[src/hw/rtl/ultrasonic_ranger_median_core_assert.svh]
// Assertion macros shared by the ultrasonic ranger RTL.
`ifndef ULTRASONIC_RANGER_MEDIAN_CORE_ASSERT_SVH
`define ULTRASONIC_RANGER_MEDIAN_CORE_ASSERT_SVH

// Consequent must hold in the same cycle as the antecedent.
`define URM_ASSERT_SAME(lbl, clk_s, rst_ns, ante, cons, msg) \
	lbl: assert property (@(posedge clk_s) disable iff (!rst_ns) (ante) |-> (cons)) \
		else $error(msg);

// Consequent must hold in the cycle after the antecedent.
`define URM_ASSERT_NEXT(lbl, clk_s, rst_ns, ante, cons, msg) \
	lbl: assert property (@(posedge clk_s) disable iff (!rst_ns) (ante) |=> (cons)) \
		else $error(msg);

`endif

[src/hw/rtl/urm_pkg.sv]
// Types, constants and codes shared by the ultrasonic ranger modules.
package urm_pkg;

	localparam int NUM_MEASURES = 5;
	localparam int IDX_W        = (NUM_MEASURES > 1) ? $clog2(NUM_MEASURES) : 1;
	localparam int CNT_W        = $clog2(NUM_MEASURES + 1);
	localparam int MEDIAN_RANK  = NUM_MEASURES / 2;

	localparam int DIST_W  = 16;
	localparam int TICK_W  = 20;
	localparam int WIDTH_W = 21;
	localparam int REM_W   = 6;

	localparam logic [REM_W:0]       CM_DIVISOR   = 7'd58;
	localparam logic [REM_W:0]       REM_STEP     = 7'd10;
	localparam logic [WIDTH_W-1:0]   WIDTH_STEP   = 21'd10;
	localparam logic [TICK_W-1:0]    ECHO_BLOCK   = 20'd10;
	localparam logic signed [DIST_W-1:0] DIST_TIMEOUT = -16'sd1;

	localparam logic [7:0]        TRIG_LOW_RESET  = 8'd2;
	localparam logic [7:0]        TRIG_HIGH_RESET = 8'd10;
	localparam logic [TICK_W-1:0] TIMEOUT_RESET   = 20'd1000000;
	localparam logic [TICK_W-1:0] GAP_RESET       = 20'd200000;

	typedef enum logic [1:0] {
		CFG_TRIG_LOW  = 2'd0,
		CFG_TRIG_HIGH = 2'd1,
		CFG_TIMEOUT   = 2'd2,
		CFG_GAP       = 2'd3
	} cfg_idx_t;

	typedef enum logic [2:0] {
		PH_IDLE  = 3'd0,
		PH_TLOW  = 3'd1,
		PH_THIGH = 3'd2,
		PH_WAIT  = 3'd3,
		PH_ECHO  = 3'd4,
		PH_GAP   = 3'd5
	} phase_t;

	typedef enum logic [1:0] {
		C_IDLE = 2'd0,
		C_STEP = 2'd1,
		C_MED  = 2'd2,
		C_PUT  = 2'd3
	} ctl_state_t;

	typedef enum logic [1:0] {
		M_IDLE = 2'd0,
		M_RDC  = 2'd1,
		M_LDC  = 2'd2,
		M_CMP  = 2'd3
	} med_state_t;

	typedef struct packed {
		logic start_req;
		logic echo_level;
	} urm_in_t;

	typedef struct packed {
		logic                     trig_level;
		logic                     busy_res;
		logic                     done_res;
		logic signed [DIST_W-1:0] distance_cm;
	} urm_out_t;

	typedef struct packed {
		logic [7:0]        trig_low_us;
		logic [7:0]        trig_high_us;
		logic [TICK_W-1:0] timeout_us;
		logic [TICK_W-1:0] gap_us;
	} urm_cfg_t;

	typedef struct packed {
		logic                     trig;
		logic                     busy;
		logic                     store_en;
		logic [IDX_W-1:0]         store_idx;
		logic signed [DIST_W-1:0] store_val;
		logic                     finish;
	} tick_res_t;

endpackage

[src/hw/rtl/urm_tick.sv]
// Per-tick ranging sequencer: trigger timing, echo wait and echo width measurement.
module urm_tick (
	input  logic                clk,
	input  logic                arst_n,
	input  logic                step,
	input  urm_pkg::urm_in_t    in_item,
	input  urm_pkg::urm_cfg_t   cfg,
	output urm_pkg::tick_res_t  res
);
	import urm_pkg::*;

	phase_t              phase_q, phase_d;
	logic [TICK_W-1:0]   ticks_q, ticks_d;
	logic [WIDTH_W-1:0]  width_q, width_d;
	logic [DIST_W-1:0]   quot_q, quot_d;
	logic [REM_W-1:0]    rem_q, rem_d;
	logic [CNT_W-1:0]    index_q, index_d;

	logic [TICK_W:0]     ticks_inc;
	logic [TICK_W-1:0]   echo_ticks;
	logic [WIDTH_W-1:0]  width_add;
	logic [REM_W:0]      rem_add;
	logic [CNT_W:0]      index_inc;
	logic                store_en;
	logic signed [DIST_W-1:0] store_val;
	logic                gap_done;
	logic                finish;

	// Next state of the ranging sequence for the tick held at the input.
	always_comb begin
		ticks_inc  = {1'b0, ticks_q} + (TICK_W+1)'(1);
		width_add  = width_q + WIDTH_STEP;
		rem_add    = {1'b0, rem_q} + REM_STEP;
		index_inc  = {1'b0, index_q} + (CNT_W+1)'(1);
		echo_ticks = ECHO_BLOCK;
		phase_d    = phase_q;
		ticks_d    = ticks_q;
		width_d    = width_q;
		quot_d     = quot_q;
		rem_d      = rem_q;
		index_d    = index_q;
		store_en   = 1'b0;
		store_val  = DIST_TIMEOUT;
		gap_done   = 1'b0;
		finish     = 1'b0;
		unique case (phase_q)
			PH_IDLE: begin
				if (in_item.start_req) begin
					index_d = '0;
					ticks_d = '0;
					phase_d = (cfg.trig_low_us == 8'd0) ? PH_THIGH : PH_TLOW;
				end
			end
			PH_TLOW: begin
				ticks_d = ticks_inc[TICK_W-1:0];
				if (ticks_inc >= (TICK_W+1)'(cfg.trig_low_us)) begin
					phase_d = PH_THIGH;
					ticks_d = '0;
				end
			end
			PH_THIGH: begin
				ticks_d = ticks_inc[TICK_W-1:0];
				if (ticks_inc >= (TICK_W+1)'(cfg.trig_high_us)) begin
					phase_d = PH_WAIT;
					ticks_d = '0;
				end
			end
			PH_WAIT: begin
				if (in_item.echo_level) begin
					phase_d = PH_ECHO;
					ticks_d = TICK_W'(1);
					width_d = '0;
					quot_d  = '0;
					rem_d   = '0;
				end else if (ticks_q >= cfg.timeout_us) begin
					store_en = 1'b1;
				end else begin
					ticks_d = ticks_inc[TICK_W-1:0];
				end
			end
			PH_ECHO: begin
				if ((ticks_q == '0) && !in_item.echo_level) begin
					store_en  = 1'b1;
					store_val = quot_q;
				end else begin
					// The echo is only sampled at the first tick of each ten-tick block.
					echo_ticks = (ticks_q == '0) ? TICK_W'(1) : ticks_inc[TICK_W-1:0];
					if (echo_ticks >= ECHO_BLOCK) begin
						ticks_d = '0;
						width_d = width_add;
						// Quotient and remainder by 58 follow the width as it grows.
						if (rem_add >= CM_DIVISOR) begin
							rem_d  = REM_W'(rem_add - CM_DIVISOR);
							quot_d = quot_q + DIST_W'(1);
						end else begin
							rem_d = rem_add[REM_W-1:0];
						end
						if (width_add > WIDTH_W'(cfg.timeout_us)) begin
							store_en = 1'b1;
						end
					end else begin
						ticks_d = echo_ticks;
					end
				end
			end
			PH_GAP: begin
				ticks_d = ticks_inc[TICK_W-1:0];
				if (ticks_inc >= (TICK_W+1)'(cfg.gap_us)) begin
					gap_done = 1'b1;
				end
			end
			default: begin
				phase_d = PH_IDLE;
				ticks_d = '0;
			end
		endcase
		if (store_en) begin
			phase_d = PH_GAP;
			ticks_d = '0;
			if (cfg.gap_us == '0) begin
				gap_done = 1'b1;
			end
		end
		if (gap_done) begin
			ticks_d = '0;
			if (index_inc >= (CNT_W+1)'(NUM_MEASURES)) begin
				finish  = 1'b1;
				phase_d = PH_IDLE;
				index_d = '0;
			end else begin
				index_d = index_inc[CNT_W-1:0];
				phase_d = (cfg.trig_low_us == 8'd0) ? PH_THIGH : PH_TLOW;
			end
		end
	end

	always_comb begin
		res.trig      = (phase_q == PH_THIGH);
		res.busy      = (phase_d != PH_IDLE);
		res.store_en  = store_en;
		res.store_idx = index_q[IDX_W-1:0];
		res.store_val = store_val;
		res.finish    = finish;
	end

	always_ff @(posedge clk or negedge arst_n) begin
		if (!arst_n) begin
			phase_q <= PH_IDLE;
			ticks_q <= '0;
			width_q <= '0;
			quot_q  <= '0;
			rem_q   <= '0;
			index_q <= '0;
		end else if (step) begin
			phase_q <= phase_d;
			ticks_q <= ticks_d;
			width_q <= width_d;
			quot_q  <= quot_d;
			rem_q   <= rem_d;
			index_q <= index_d;
		end
	end

endmodule

[src/hw/rtl/urm_median.sv]
// Measurement store and median selection through one shared signed comparator.
module urm_median (
	input  logic                                    clk,
	input  logic                                    arst_n,
	input  logic                                    wr_en,
	input  logic [urm_pkg::IDX_W-1:0]               wr_idx,
	input  logic signed [urm_pkg::DIST_W-1:0]       wr_data,
	input  logic                                    start,
	output logic                                    done,
	output logic signed [urm_pkg::DIST_W-1:0]       median
);
	import urm_pkg::*;

	logic signed [DIST_W-1:0] mem [NUM_MEASURES];
	logic signed [DIST_W-1:0] rdata_q;
	logic [IDX_W-1:0]         rd_addr;

	med_state_t               state_q, state_d;
	logic [IDX_W-1:0]         cand_idx_q;
	logic [IDX_W-1:0]         cmp_idx_q;
	logic signed [DIST_W-1:0] cand_q;
	logic [CNT_W-1:0]         less_q, less_d;
	logic [CNT_W-1:0]         le_q, le_d;
	logic                     lt, eq;
	logic                     last_cmp;
	logic                     found;
	logic                     sel_done;
	logic                     done_q;
	logic signed [DIST_W-1:0] median_q;

	always_ff @(posedge clk) begin
		if (wr_en) begin
			mem[wr_idx] <= wr_data;
		end
		rdata_q <= mem[rd_addr];
	end

	// A candidate is the median when fewer than RANK+1 values lie below it
	// and more than RANK values lie at or below it, or when it is the last candidate.
	always_comb begin
		lt       = (rdata_q < cand_q);
		eq       = (rdata_q == cand_q);
		less_d   = less_q + CNT_W'(lt);
		le_d     = le_q + CNT_W'(lt | eq);
		last_cmp = (cmp_idx_q == IDX_W'(NUM_MEASURES - 1));
		found    = ((less_d <= CNT_W'(MEDIAN_RANK)) && (le_d > CNT_W'(MEDIAN_RANK)))
			|| (cand_idx_q == IDX_W'(NUM_MEASURES - 1));
	end

	always_comb begin
		state_d = state_q;
		unique case (state_q)
			M_IDLE: if (start) state_d = M_RDC;
			M_RDC:  state_d = M_LDC;
			M_LDC:  state_d = M_CMP;
			M_CMP: begin
				if (last_cmp) begin
					state_d = found ? M_IDLE : M_RDC;
				end
			end
			default: state_d = M_IDLE;
		endcase
	end

	always_comb begin
		rd_addr  = '0;
		sel_done = 1'b0;
		unique case (state_q)
			M_RDC: rd_addr = cand_idx_q;
			M_LDC: rd_addr = '0;
			M_CMP: begin
				rd_addr  = last_cmp ? '0 : cmp_idx_q + IDX_W'(1);
				sel_done = last_cmp && found;
			end
			default: rd_addr = '0;
		endcase
	end

	always_ff @(posedge clk or negedge arst_n) begin
		if (!arst_n) begin
			state_q    <= M_IDLE;
			cand_idx_q <= '0;
			cmp_idx_q  <= '0;
			less_q     <= '0;
			le_q       <= '0;
			done_q     <= 1'b0;
		end else begin
			state_q <= state_d;
			done_q  <= sel_done;
			if (state_q == M_IDLE && start) begin
				cand_idx_q <= '0;
			end
			if (state_q == M_LDC) begin
				cmp_idx_q <= '0;
				less_q    <= '0;
				le_q      <= '0;
			end
			if (state_q == M_CMP) begin
				less_q <= less_d;
				le_q   <= le_d;
				if (!last_cmp) begin
					cmp_idx_q <= cmp_idx_q + IDX_W'(1);
				end else if (!found) begin
					cand_idx_q <= cand_idx_q + IDX_W'(1);
				end
			end
		end
	end

	always_ff @(posedge clk) begin
		if (state_q == M_LDC) begin
			cand_q <= rdata_q;
		end
		if (sel_done) begin
			median_q <= cand_q;
		end
	end

	assign done   = done_q;
	assign median = median_q;

endmodule

[src/hw/rtl/ultrasonic_ranger_median_core.sv]
// Top level of the ultrasonic ranger with median-of-measurements output.
//
// Each request on the input channel is one microsecond tick carrying the start
// request and the sampled echo level; each tick yields exactly one request on
// the output channel with the trigger level, the busy flag, the done flag and,
// when done, the median distance in centimetres (-1 for a timeout).
// An input request is taken when in_valid is high and in_stall is low.
// An ordinary tick passes through capture, sequence update and hand-over to the
// output register. The tick that ends the last gap also runs the median
// selection over the stored values through one comparator before its hand-over.
// Results leave through an output register, so the next tick is taken while a
// result still waits; a stall on the output holds that register, and the
// block then holds its next result until the register frees.
// Configuration writes are taken on every cycle (cfg_ready is high) and must
// arrive only while no tick is in flight.
// Reset clears the sequence to idle and loads the default timings; the
// measurement store is not cleared, as every slot is written before use.
`include "ultrasonic_ranger_median_core_assert.svh"

module ultrasonic_ranger_median_core (
	input  logic               clk,
	input  logic               arst_n,
	input  logic               in_valid,
	output logic               in_stall,
	input  urm_pkg::urm_in_t   in_data,
	output logic               out_valid,
	input  logic               out_stall,
	output urm_pkg::urm_out_t  out_data,
	input  logic               cfg_valid,
	output logic               cfg_ready,
	input  logic [1:0]         cfg_index,
	input  logic [19:0]        cfg_data
);
	import urm_pkg::*;

	urm_cfg_t                 cfg_q;
	urm_in_t                  in_q;
	urm_out_t                 res_q;
	urm_out_t                 out_q;
	logic                     out_valid_q;
	ctl_state_t               state_q, state_d;
	tick_res_t                tick;
	logic                     accept;
	logic                     step;
	logic                     med_start;
	logic                     med_done;
	logic signed [DIST_W-1:0] med_value;
	logic                     out_free;
	logic                     load_out;

	assign cfg_ready = 1'b1;

	always_ff @(posedge clk or negedge arst_n) begin
		if (!arst_n) begin
			cfg_q.trig_low_us  <= TRIG_LOW_RESET;
			cfg_q.trig_high_us <= TRIG_HIGH_RESET;
			cfg_q.timeout_us   <= TIMEOUT_RESET;
			cfg_q.gap_us       <= GAP_RESET;
		end else if (cfg_valid && cfg_ready) begin
			unique case (cfg_idx_t'(cfg_index))
				CFG_TRIG_LOW:  cfg_q.trig_low_us  <= cfg_data[7:0];
				CFG_TRIG_HIGH: cfg_q.trig_high_us <= cfg_data[7:0];
				CFG_TIMEOUT:   cfg_q.timeout_us   <= cfg_data;
				CFG_GAP:       cfg_q.gap_us       <= cfg_data;
				default:       cfg_q.gap_us       <= cfg_q.gap_us;
			endcase
		end
	end

	urm_tick u_tick (
		.clk     (clk),
		.arst_n  (arst_n),
		.step    (step),
		.in_item (in_q),
		.cfg     (cfg_q),
		.res     (tick)
	);

	urm_median u_median (
		.clk     (clk),
		.arst_n  (arst_n),
		.wr_en   (step && tick.store_en),
		.wr_idx  (tick.store_idx),
		.wr_data (tick.store_val),
		.start   (med_start),
		.done    (med_done),
		.median  (med_value)
	);

	assign out_free = !out_valid_q || !out_stall;

	always_comb begin
		state_d = state_q;
		unique case (state_q)
			C_IDLE: if (in_valid) state_d = C_STEP;
			C_STEP: state_d = tick.finish ? C_MED : C_PUT;
			C_MED:  if (med_done) state_d = C_PUT;
			C_PUT:  if (out_free) state_d = C_IDLE;
			default: state_d = C_IDLE;
		endcase
	end

	always_comb begin
		in_stall  = (state_q != C_IDLE);
		accept    = in_valid && !in_stall;
		step      = (state_q == C_STEP);
		med_start = step && tick.finish;
		load_out  = (state_q == C_PUT) && out_free;
	end

	always_ff @(posedge clk or negedge arst_n) begin
		if (!arst_n) begin
			state_q     <= C_IDLE;
			out_valid_q <= 1'b0;
		end else begin
			state_q <= state_d;
			if (load_out) begin
				out_valid_q <= 1'b1;
			end else if (!out_stall) begin
				out_valid_q <= 1'b0;
			end
		end
	end

	always_ff @(posedge clk) begin
		if (accept) begin
			in_q <= in_data;
		end
		if (step) begin
			res_q.trig_level  <= tick.trig;
			res_q.busy_res    <= tick.busy;
			res_q.done_res    <= 1'b0;
			res_q.distance_cm <= '0;
		end else if (state_q == C_MED && med_done) begin
			res_q.trig_level  <= 1'b0;
			res_q.busy_res    <= 1'b0;
			res_q.done_res    <= 1'b1;
			res_q.distance_cm <= med_value;
		end
		if (load_out) begin
			out_q <= res_q;
		end
	end

	assign out_valid = out_valid_q;
	assign out_data  = out_q;

	`URM_ASSERT_NEXT(a_accept_steps, clk, arst_n, accept, state_q == C_STEP, "accepted tick not stepped")
	`URM_ASSERT_SAME(a_med_done_waited, clk, arst_n, med_done, state_q == C_MED, "median with no waiting tick")
	`URM_ASSERT_SAME(a_done_not_busy, clk, arst_n, out_valid && out_data.done_res, !out_data.busy_res, "done result flagged busy")
	`URM_ASSERT_SAME(a_dist_zero, clk, arst_n, out_valid && !out_data.done_res, out_data.distance_cm == '0, "distance given without done")

endmodule
[config.mk]
export PLATFORM = sky130hd
export DESIGN_NAME = ultrasonic_ranger_median_core
export DESIGN_NICKNAME = d
export VERILOG_FILES = /design/src/hw/rtl/urm_pkg.sv /design/src/hw/rtl/urm_tick.sv /design/src/hw/rtl/urm_median.sv /design/src/hw/rtl/ultrasonic_ranger_median_core.sv
export VERILOG_INCLUDE_DIRS = /design/src /design/src/hw/rtl
export SDC_FILE = /design/constraint.sdc
export NUM_CORES = 1
export LEC_CHECK = 0
export CAP_MARGIN = 20
export CORE_AREA = 10 10 193 195
export DETAILED_ROUTE_END_ITERATION = 8
export DIE_AREA = 0 0 203 205
export DONT_BUFFER_PORTS = 1
export SLEW_MARGIN = 10
export SYNTH_ARGS = -nofsm -noshare
export SYNTH_HDL_FRONTEND = slang
export SYNTH_SLANG_ARGS = --single-unit
[constraint.sdc]
create_clock -name clk -period 10.15 [get_ports clk]
set_clock_uncertainty 0.2 [all_clocks]
set_input_delay 0.5075 -clock clk [delete_from_list [all_inputs] [get_ports clk]]
set_output_delay 0.5075 -clock clk [all_outputs]
set_load 0.01 [all_outputs]
; ---- Yosys cells after proc, flatten, opt, wreduce, memory -nomap -nowiden
; Memories as Yosys holds them, arrays and structs flattened. A register that Yosys moved wholly into a read port is not among the register bits.
; Cells that the tools add are included.
[word_totals]
register_bits = 215
ram_bits = 80
in_bits = 29
output_inout_bits = 22
word_cells = 203
mem_count = 1
[op_classes]
n_addsub = 10
magnitude_cmp = 11
eq_ne = 30
muxes = 80
n_bitwise = 1
n_reduce_logical = 40
[mem_list]
columns = memory, words, width, read_ports, rd_clocked_by_memory_dff, write_ports, line
row1 = u_median.mem, 5, 16, 1, 1, 1, urm_median.sv:14  ; logic signed [DIST_W-1:0] mem [NUM_MEASURES];
[ops]
columns = operator, n
row1 = 2-to-1 mux 20 bit, 10
row2 = one-hot mux 20 bit (6 select lines), 1
row3 = 2-to-1 mux 16 bit, 6
row4 = 2-to-1 mux 3 bit, 22
row5 = 2-to-1 mux 21 bit, 3
row6 = greater-or-equal comparator 21 x 8 -> 1 bit, 2
row7 = one-hot mux 21 bit (2 select lines), 1
row8 = zero test 20 bit, 2
row9 = 2-to-1 mux 19 bit, 2
row10 = one-hot mux 16 bit (2 select lines), 1
row11 = 2-to-1 mux 6 bit, 4
row12 = "adder 20 x 1 -> 21 bit, second input constant", 1
row13 = "adder 21 x 4 -> 21 bit, second input constant", 1
row14 = greater-or-equal comparator 21 x 20 -> 1 bit, 1
row15 = > comparator 21 x 20 -> 1 bit, 1
row16 = greater-or-equal comparator 20 bit, 1
row17 = "greater-or-equal comparator 20 x 4 -> 1 bit, second input constant", 1
row18 = 2-to-1 mux 1 bit, 18
row19 = "adder 16 x 1 -> 16 bit, second input constant", 1
row20 = == test 16 bit, 1
row21 = < comparator 16 bit, 1
row22 = one-hot mux 2 bit (4 select lines), 2
row23 = one-hot mux 3 bit (5 select lines), 1
row24 = "== test 2 bit, second input constant", 6
row25 = 37 further kinds, 82

; ---- Depth between registers and ports, before layout
[depth]
ltp_word = 14
ltp_mapped = 22
mapped_depth_nobuf = 21

; ---- Modules after synthesis
; A second synthesis with hierarchy kept.
[hier_totals]
hier_cells = 1484
area_unflattened_um2 = 16049.1
[modules_own_cells]
columns = module, instances, cells_each, area_each_um2, seq_area_each_um2
row1 = urm_tick, 1, 829, 6677.7, 1676.6
row2 = urm_median, 1, 410, 5714.2, 4058.9
row3 = ultrasonic_ranger_median_core, 1, 245, 3657.3, 2527.4

; ---- Worst setup path after synthesis
; No wires, ideal clock.
[synth_path]
path_kind = reg2reg
from = register u_tick.width_q[1]
to = register res_q[17] (netlist name) (data pin)
setup_ns = 0.261
t_arrival_ns = 4.639
t_required_ns = 9.689
setup_slack_ns = 5.050
path_stages_with_launch = 22
n_path_buf = 3
synth_period_minus_slack_ns = 5.100
path_cell_list = dfrtp_1 > ha_1 > nor2_1 > or2_2 > clkbuf_1 > nor3_1 > and3_1 > and3_1 > clkbuf_1 > nand3_1 > xnor2_1 > ha_1 > and3_1 > nand4_1 > nor4_1 > a221o_1 > a21oi_1 > o211a_1 > o32a_2 > buf_6 > o221a_2 > a221o_1
[synth_between]
elab_chain_cells = 10
word_cells_on_any_way = 11
cone_classes = add/sub (1) / order compare (1) / mux (8) / reduce/logical (1)
[synth_lines]
columns = element, line
row1 = from (decl), urm_tick.sv:14  ; logic [WIDTH_W-1:0] width_q, width_d;
row2 = from (signal assigned), urm_tick.sv:157  ; width_q <= width_d;
row3 = adder 21 x 4 -> 21 bit (*), urm_tick.sv:32  ; width_add = width_q + WIDTH_STEP;
row4 = > comparator 21 x 20 -> 1 bit (*), urm_tick.sv:98  ; if (width_add > WIDTH_W'(cfg.timeout_us)) begin
row5 = 2-to-1 mux 1 bit (*), urm_tick.sv:98
row6 = 2-to-1 mux 1 bit (*), urm_tick.sv:88  ; if (echo_ticks >= ECHO_BLOCK) begin
row7 = 2-to-1 mux 1 bit (*), urm_tick.sv:82  ; if ((ticks_q == '0) && !in_item.echo_level) begin
row8 = one-hot mux 1 bit (2 select lines) (*), urm_tick.sv:46  ; unique case (phase_q)
row9 = 2-to-1 mux 3 bit / 2-to-1 mux 1 bit (equally long branches), urm_tick.sv:117  ; if (store_en) begin
row10 = 2-to-1 mux 3 bit (*), urm_tick.sv:124  ; if (gap_done) begin
row11 = nonzero test 3 bit (*), urm_tick.sv:139  ; res.busy = (phase_d != PH_IDLE);
row12 = 2-to-1 mux 19 bit (*), ultrasonic_ranger_median_core.sv:129  ; if (step) begin
row13 = to (decl), ultrasonic_ranger_median_core.sv:38  ; urm_out_t res_q;
; Mark *: on every way between the ends. The rest lies on a longest branch, timed or not.
; A chain may end at the register's enable or synchronous reset.

; ---- Worst setup path after layout
[layout_path]
from = register u_tick.width_q[1]
to = memory u_median.mem[1][8], enable pin
[layout_between]
elab_chain_cells = 9
[layout_lines]
columns = element, line
row1 = adder 21 x 4 -> 21 bit, urm_tick.sv:32
row2 = > comparator 21 x 20 -> 1 bit, urm_tick.sv:98
row3 = 2-to-1 mux 1 bit, urm_tick.sv:98
row4 = 2-to-1 mux 1 bit, urm_tick.sv:88
row5 = 2-to-1 mux 1 bit, urm_tick.sv:82
row6 = one-hot mux 1 bit (2 select lines), urm_tick.sv:46
row7 = logical AND 1 bit, ultrasonic_ranger_median_core.sv:82  ; .wr_en (step && tick.store_en),
row8 = 2-to-1 mux 1 bit, urm_median.sv:32  ; if (wr_en) begin
row9 = 2-to-1 mux 1 bit (not written as such), urm_median.sv:33  ; mem[wr_idx] <= wr_data;
row10 = to (decl), urm_median.sv:14
; Every way passes these cells.

==> impl_metrics.env <==
export IMPL_run_status="completed"
export IMPL_avgRoutedWirePerCell_um=17.3
export IMPL_synth_flop_cell="edfxtp_1"
export IMPL_power_share_switching=0.289
export IMPL_cts_setup_buffers=0
export IMPL_cts_sinks=309
export IMPL_route_final_wire_length_mm=35.1
export IMPL_synth_seq_area_share=0.514
export IMPL_slew_headroom=0.344
export IMPL_ys_ff_latch=309
export IMPL_path_max_fanout=16
export IMPL_rsz0062_at_grt="false"
export IMPL_period_share=0.562
export IMPL_cts_max_path_buffers=3
export IMPL_grt_usage=0.169
export IMPL_insertedDiodeCount=0
export IMPL_fin_nets=1702
export IMPL_drc_errors=0
export IMPL_async_flop_share=0.456
export IMPL_die_w_um=203
export IMPL_layout_commonest_cell="nand2_1"
export IMPL_finalWorstPathRequiredPeriod_ns=5.70
export IMPL_clk_pin_slew_ns=0.06
export IMPL_place_area_sq_um=16400
export IMPL_p_clk_frac=0.381
export IMPL_p_comb_frac=0.171
export IMPL_p_seq_frac=0.448
export IMPL_hold_viol=0
export IMPL_dp_cells=1941
export IMPL_tightest_slew_ns=0.979
export IMPL_syn_area_sq_um=16100
export IMPL_setup_worst_path_class="reg -> reg"
export IMPL_postRouteAntennaNets=0
export IMPL_cp_required_ns=10.09
export IMPL_cts_root_buf="clkbuf_16"
export IMPL_die_area_sq_um=41600
export IMPL_setup_viol=0
export IMPL_synth_edf_count=135
export IMPL_grt_pass1_vias=10700
export IMPL_area_growth_synth_to_final_pct=11.2
export IMPL_num_io_pins=51
export IMPL_grt_max_degree=142
export IMPL_grt_overflow_total=0
export IMPL_utilization=0.537
export IMPL_p_leak_nw=7.46
export IMPL_power_density_nw_per_um2=188
export IMPL_maxSlewViolCount=0
export IMPL_core_area_sq_um=33300
export IMPL_drt_iter0_markers=845
export IMPL_synth_distinct_cells=75
export IMPL_endpoint_kind="flip-flop"
export IMPL_htreeDepth=2
export IMPL_p_int_w=0.00238
export IMPL_insertion_delay_ns=0.53
export IMPL_fmax_mhz=175
export IMPL_final_cell_mix="nand2_1, edfxtp_1, dfrtp_1, nor2_1, ha_1"
export IMPL_r2r_slack_ns=4.45
export IMPL_grt_pass1_wl_mm=58.0
export IMPL_gp_routability_congestion=0.874
export IMPL_power_w=0.00335
export IMPL_holdBufCountCts=25
export IMPL_start_util=0.483
export IMPL_synth_cells=1553
export IMPL_yosys_warnings=0
export IMPL_cts_resized=0
export IMPL_die_h_um=205
export IMPL_dp_hpwl_mm=25.0
export IMPL_drive_gt1_frac=0.104
export IMPL_cap_viol_max_count=0
export IMPL_postSynthAreaPerCell_sq_um=10.4
export IMPL_portBuffers=0
export IMPL_switching_power_w=0.000970
export IMPL_min_path_type="in -> reg"
export IMPL_critPathLaunchType="flip-flop"
export IMPL_first_pass_iters=6
export IMPL_final_cell_count_no_fill=2033
export IMPL_syn_nets=1698
export IMPL_ir_drop_v=0.000126
export IMPL_num_rows=67
export IMPL_fin_area_sq_um=17900
export IMPL_cts_tree="done"
export IMPL_cp_arrival_ns=5.64
export IMPL_antenna_found_initial=0
export IMPL_avgViaCountPerCell=5.52
export IMPL_setup_tns_ns=0
export IMPL_cts_made_buffers=36
export IMPL_vias=11200
## layer usage
metal  GRT usage  share of wire  up-vias
met5           0              0        -
met4      0.0453          0.019        0
met3      0.0283          0.053       54
met2       0.254           0.43      246
met1       0.248           0.50     5388
li1            -              -     5542
## cell families (layout without fill, tap and decap cells)
| group | count (synthesis) | after routing | synth area share |
|---|---|---|---|
| buffers and inverters | 176 | 208 | 0.0458 |
| AND/OR/NAND/NOR | 535 | 535 | 0.159 |
| AO/OA/AOI/OAI | 305 | 305 | 0.122 |
| adder cells (fa/ha/maj) | 116 | 116 | 0.0903 |
| multiplexers | 56 | 56 | 0.0390 |
| other | 1 | 1 | 0.000233 |
| XOR/XNOR | 55 | 55 | 0.0300 |
| flip-flops | 309 | 309 | 0.514 |
## layout make-up
cell class                 count  area, sq um
tap                          448          561
fill                        2916        15400
timing repair buffer          38          377
clock inverter                19          191
sequential                   309         8260
clock buffer                  47          982
multi-input combinational   1068         7110
inverter                     104          390
## cell usage after synthesis (4+ instances only)
library cell | n | area share
nand2_1 | 195 | 0.046
edfxtp_1 | 135 | 0.25
dfrtp_1 | 125 | 0.19
ha_1 | 116 | 0.090
nor2_1 | 116 | 0.027
o21ai_0 | 106 | 0.033
inv_1 | 104 | 0.024
a21oi_1 | 56 | 0.017
mux2_2 | 53 | 0.037
clkbuf_1 | 51 | 0.012
nand3_1 | 51 | 0.016
xnor2_1 | 37 | 0.020
dfxtp_1 | 33 | 0.041
nand2b_1 | 32 | 0.012
nand4_1 | 29 | 0.011
nor4_1 | 25 | 0.0097
a21o_1 | 21 | 0.0098
nor3_1 | 18 | 0.0056
o31ai_1 | 18 | 0.0084
xor2_1 | 18 | 0.0098
dfstp_2 | 16 | 0.026
and3_1 | 13 | 0.0051
o21a_1 | 12 | 0.0056
a22o_1 | 11 | 0.0060
nor2b_1 | 10 | 0.0039
a211oi_1 | 9 | 0.0042
a31oi_1 | 9 | 0.0035
and2_1 | 9 | 0.0035
buf_2 | 9 | 0.0028
o21ai_2 | 9 | 0.0049
or3_1 | 8 | 0.0031
a2111oi_0 | 7 | 0.0038
buf_4 | 5 | 0.0023
o22ai_1 | 5 | 0.0019
o41ai_1 | 5 | 0.0027
or4_1 | 5 | 0.0023
a21boi_0 | 4 | 0.0019
buf_6 | 4 | 0.0028
nand3b_1 | 4 | 0.0019
## per-stage QoR
step | setup WS, ns | hold WS, ns
after CTS | 4.47 | 0.0396
after global placement | 4.56 | 0.0201
after detailed placement | 4.50 | 0.0192
final | 4.45 | 0.0572
after global routing | 3.92 | 0.0527
after floorplan | 5.05 | 0.0119
## worst paths after layout
path,start,endpoint,cells past startpoint
worst max-delay path,u_tick.width_q[1],u_median.mem[1][8],17
worst min-delay path,in_valid,in_q[0],1
worst max register to register,u_tick.width_q[1],u_median.mem[1][8],17
worst min register to register,res_q[2],out_data[2],0
max in group asynchronous,arst_n,u_median.cmp_idx_q[0],2
min in group asynchronous,arst_n,cfg_q[32],2
## sequential cells by signal, summed over array words and instances, names as in the netlist, 2 cells and up
register / count
u_median.less_q: 3
u_median.le_q: 3
res_q: 19
in_q: 2
u_tick.quot_q: 16
u_tick.index_q: 3
u_tick.ticks_q: 20
u_tick.width_q: 20
u_tick.rem_q: 5
u_median.cmp_idx_q: 3
state_q: 2
u_median.state_q: 2
out_data: 19
u_tick.phase_q: 3
u_median.median: 16
u_median.rdata_q: 16
u_median.mem: 80
cfg_q: 56
u_median.cand_idx_q: 3
u_median.cand_q: 16
## power by group through the flow
stage / clock network [W] / registers (W) / logic [W]
4_1_cts: 0.00131 / 0.00150 / 0.000576
6_report: 0.00128 / 0.00150 / 0.000573
5_1_grt: 0.00136 / 0.00152 / 0.000645
3_5_place_dp: 0 / 0.00153 / 0.000549
3_3_place_gp: 0 / 0.00152 / 0.000536
2_1_floorplan: 0 / 0.00149 / 0.000442
## critical path: stages, from the launching register on
cell and delay, ns:
dfrtp_1 0.40, ha_1 0.25, nor2_1 0.07, or2_2 0.36, nor3_1 0.42, and3_1 0.30, and3_1 0.29, nand3_1 0.12
xnor2_1 0.17, ha_1 0.30, and3_1 0.19, nand4_1 0.13, nor4_1 0.32, a221o_1 0.22, a21oi_1 0.07, o211a_1 0.28
nor4_1 0.46, and3_1 0.75
(Power assumes the default switching activity.)
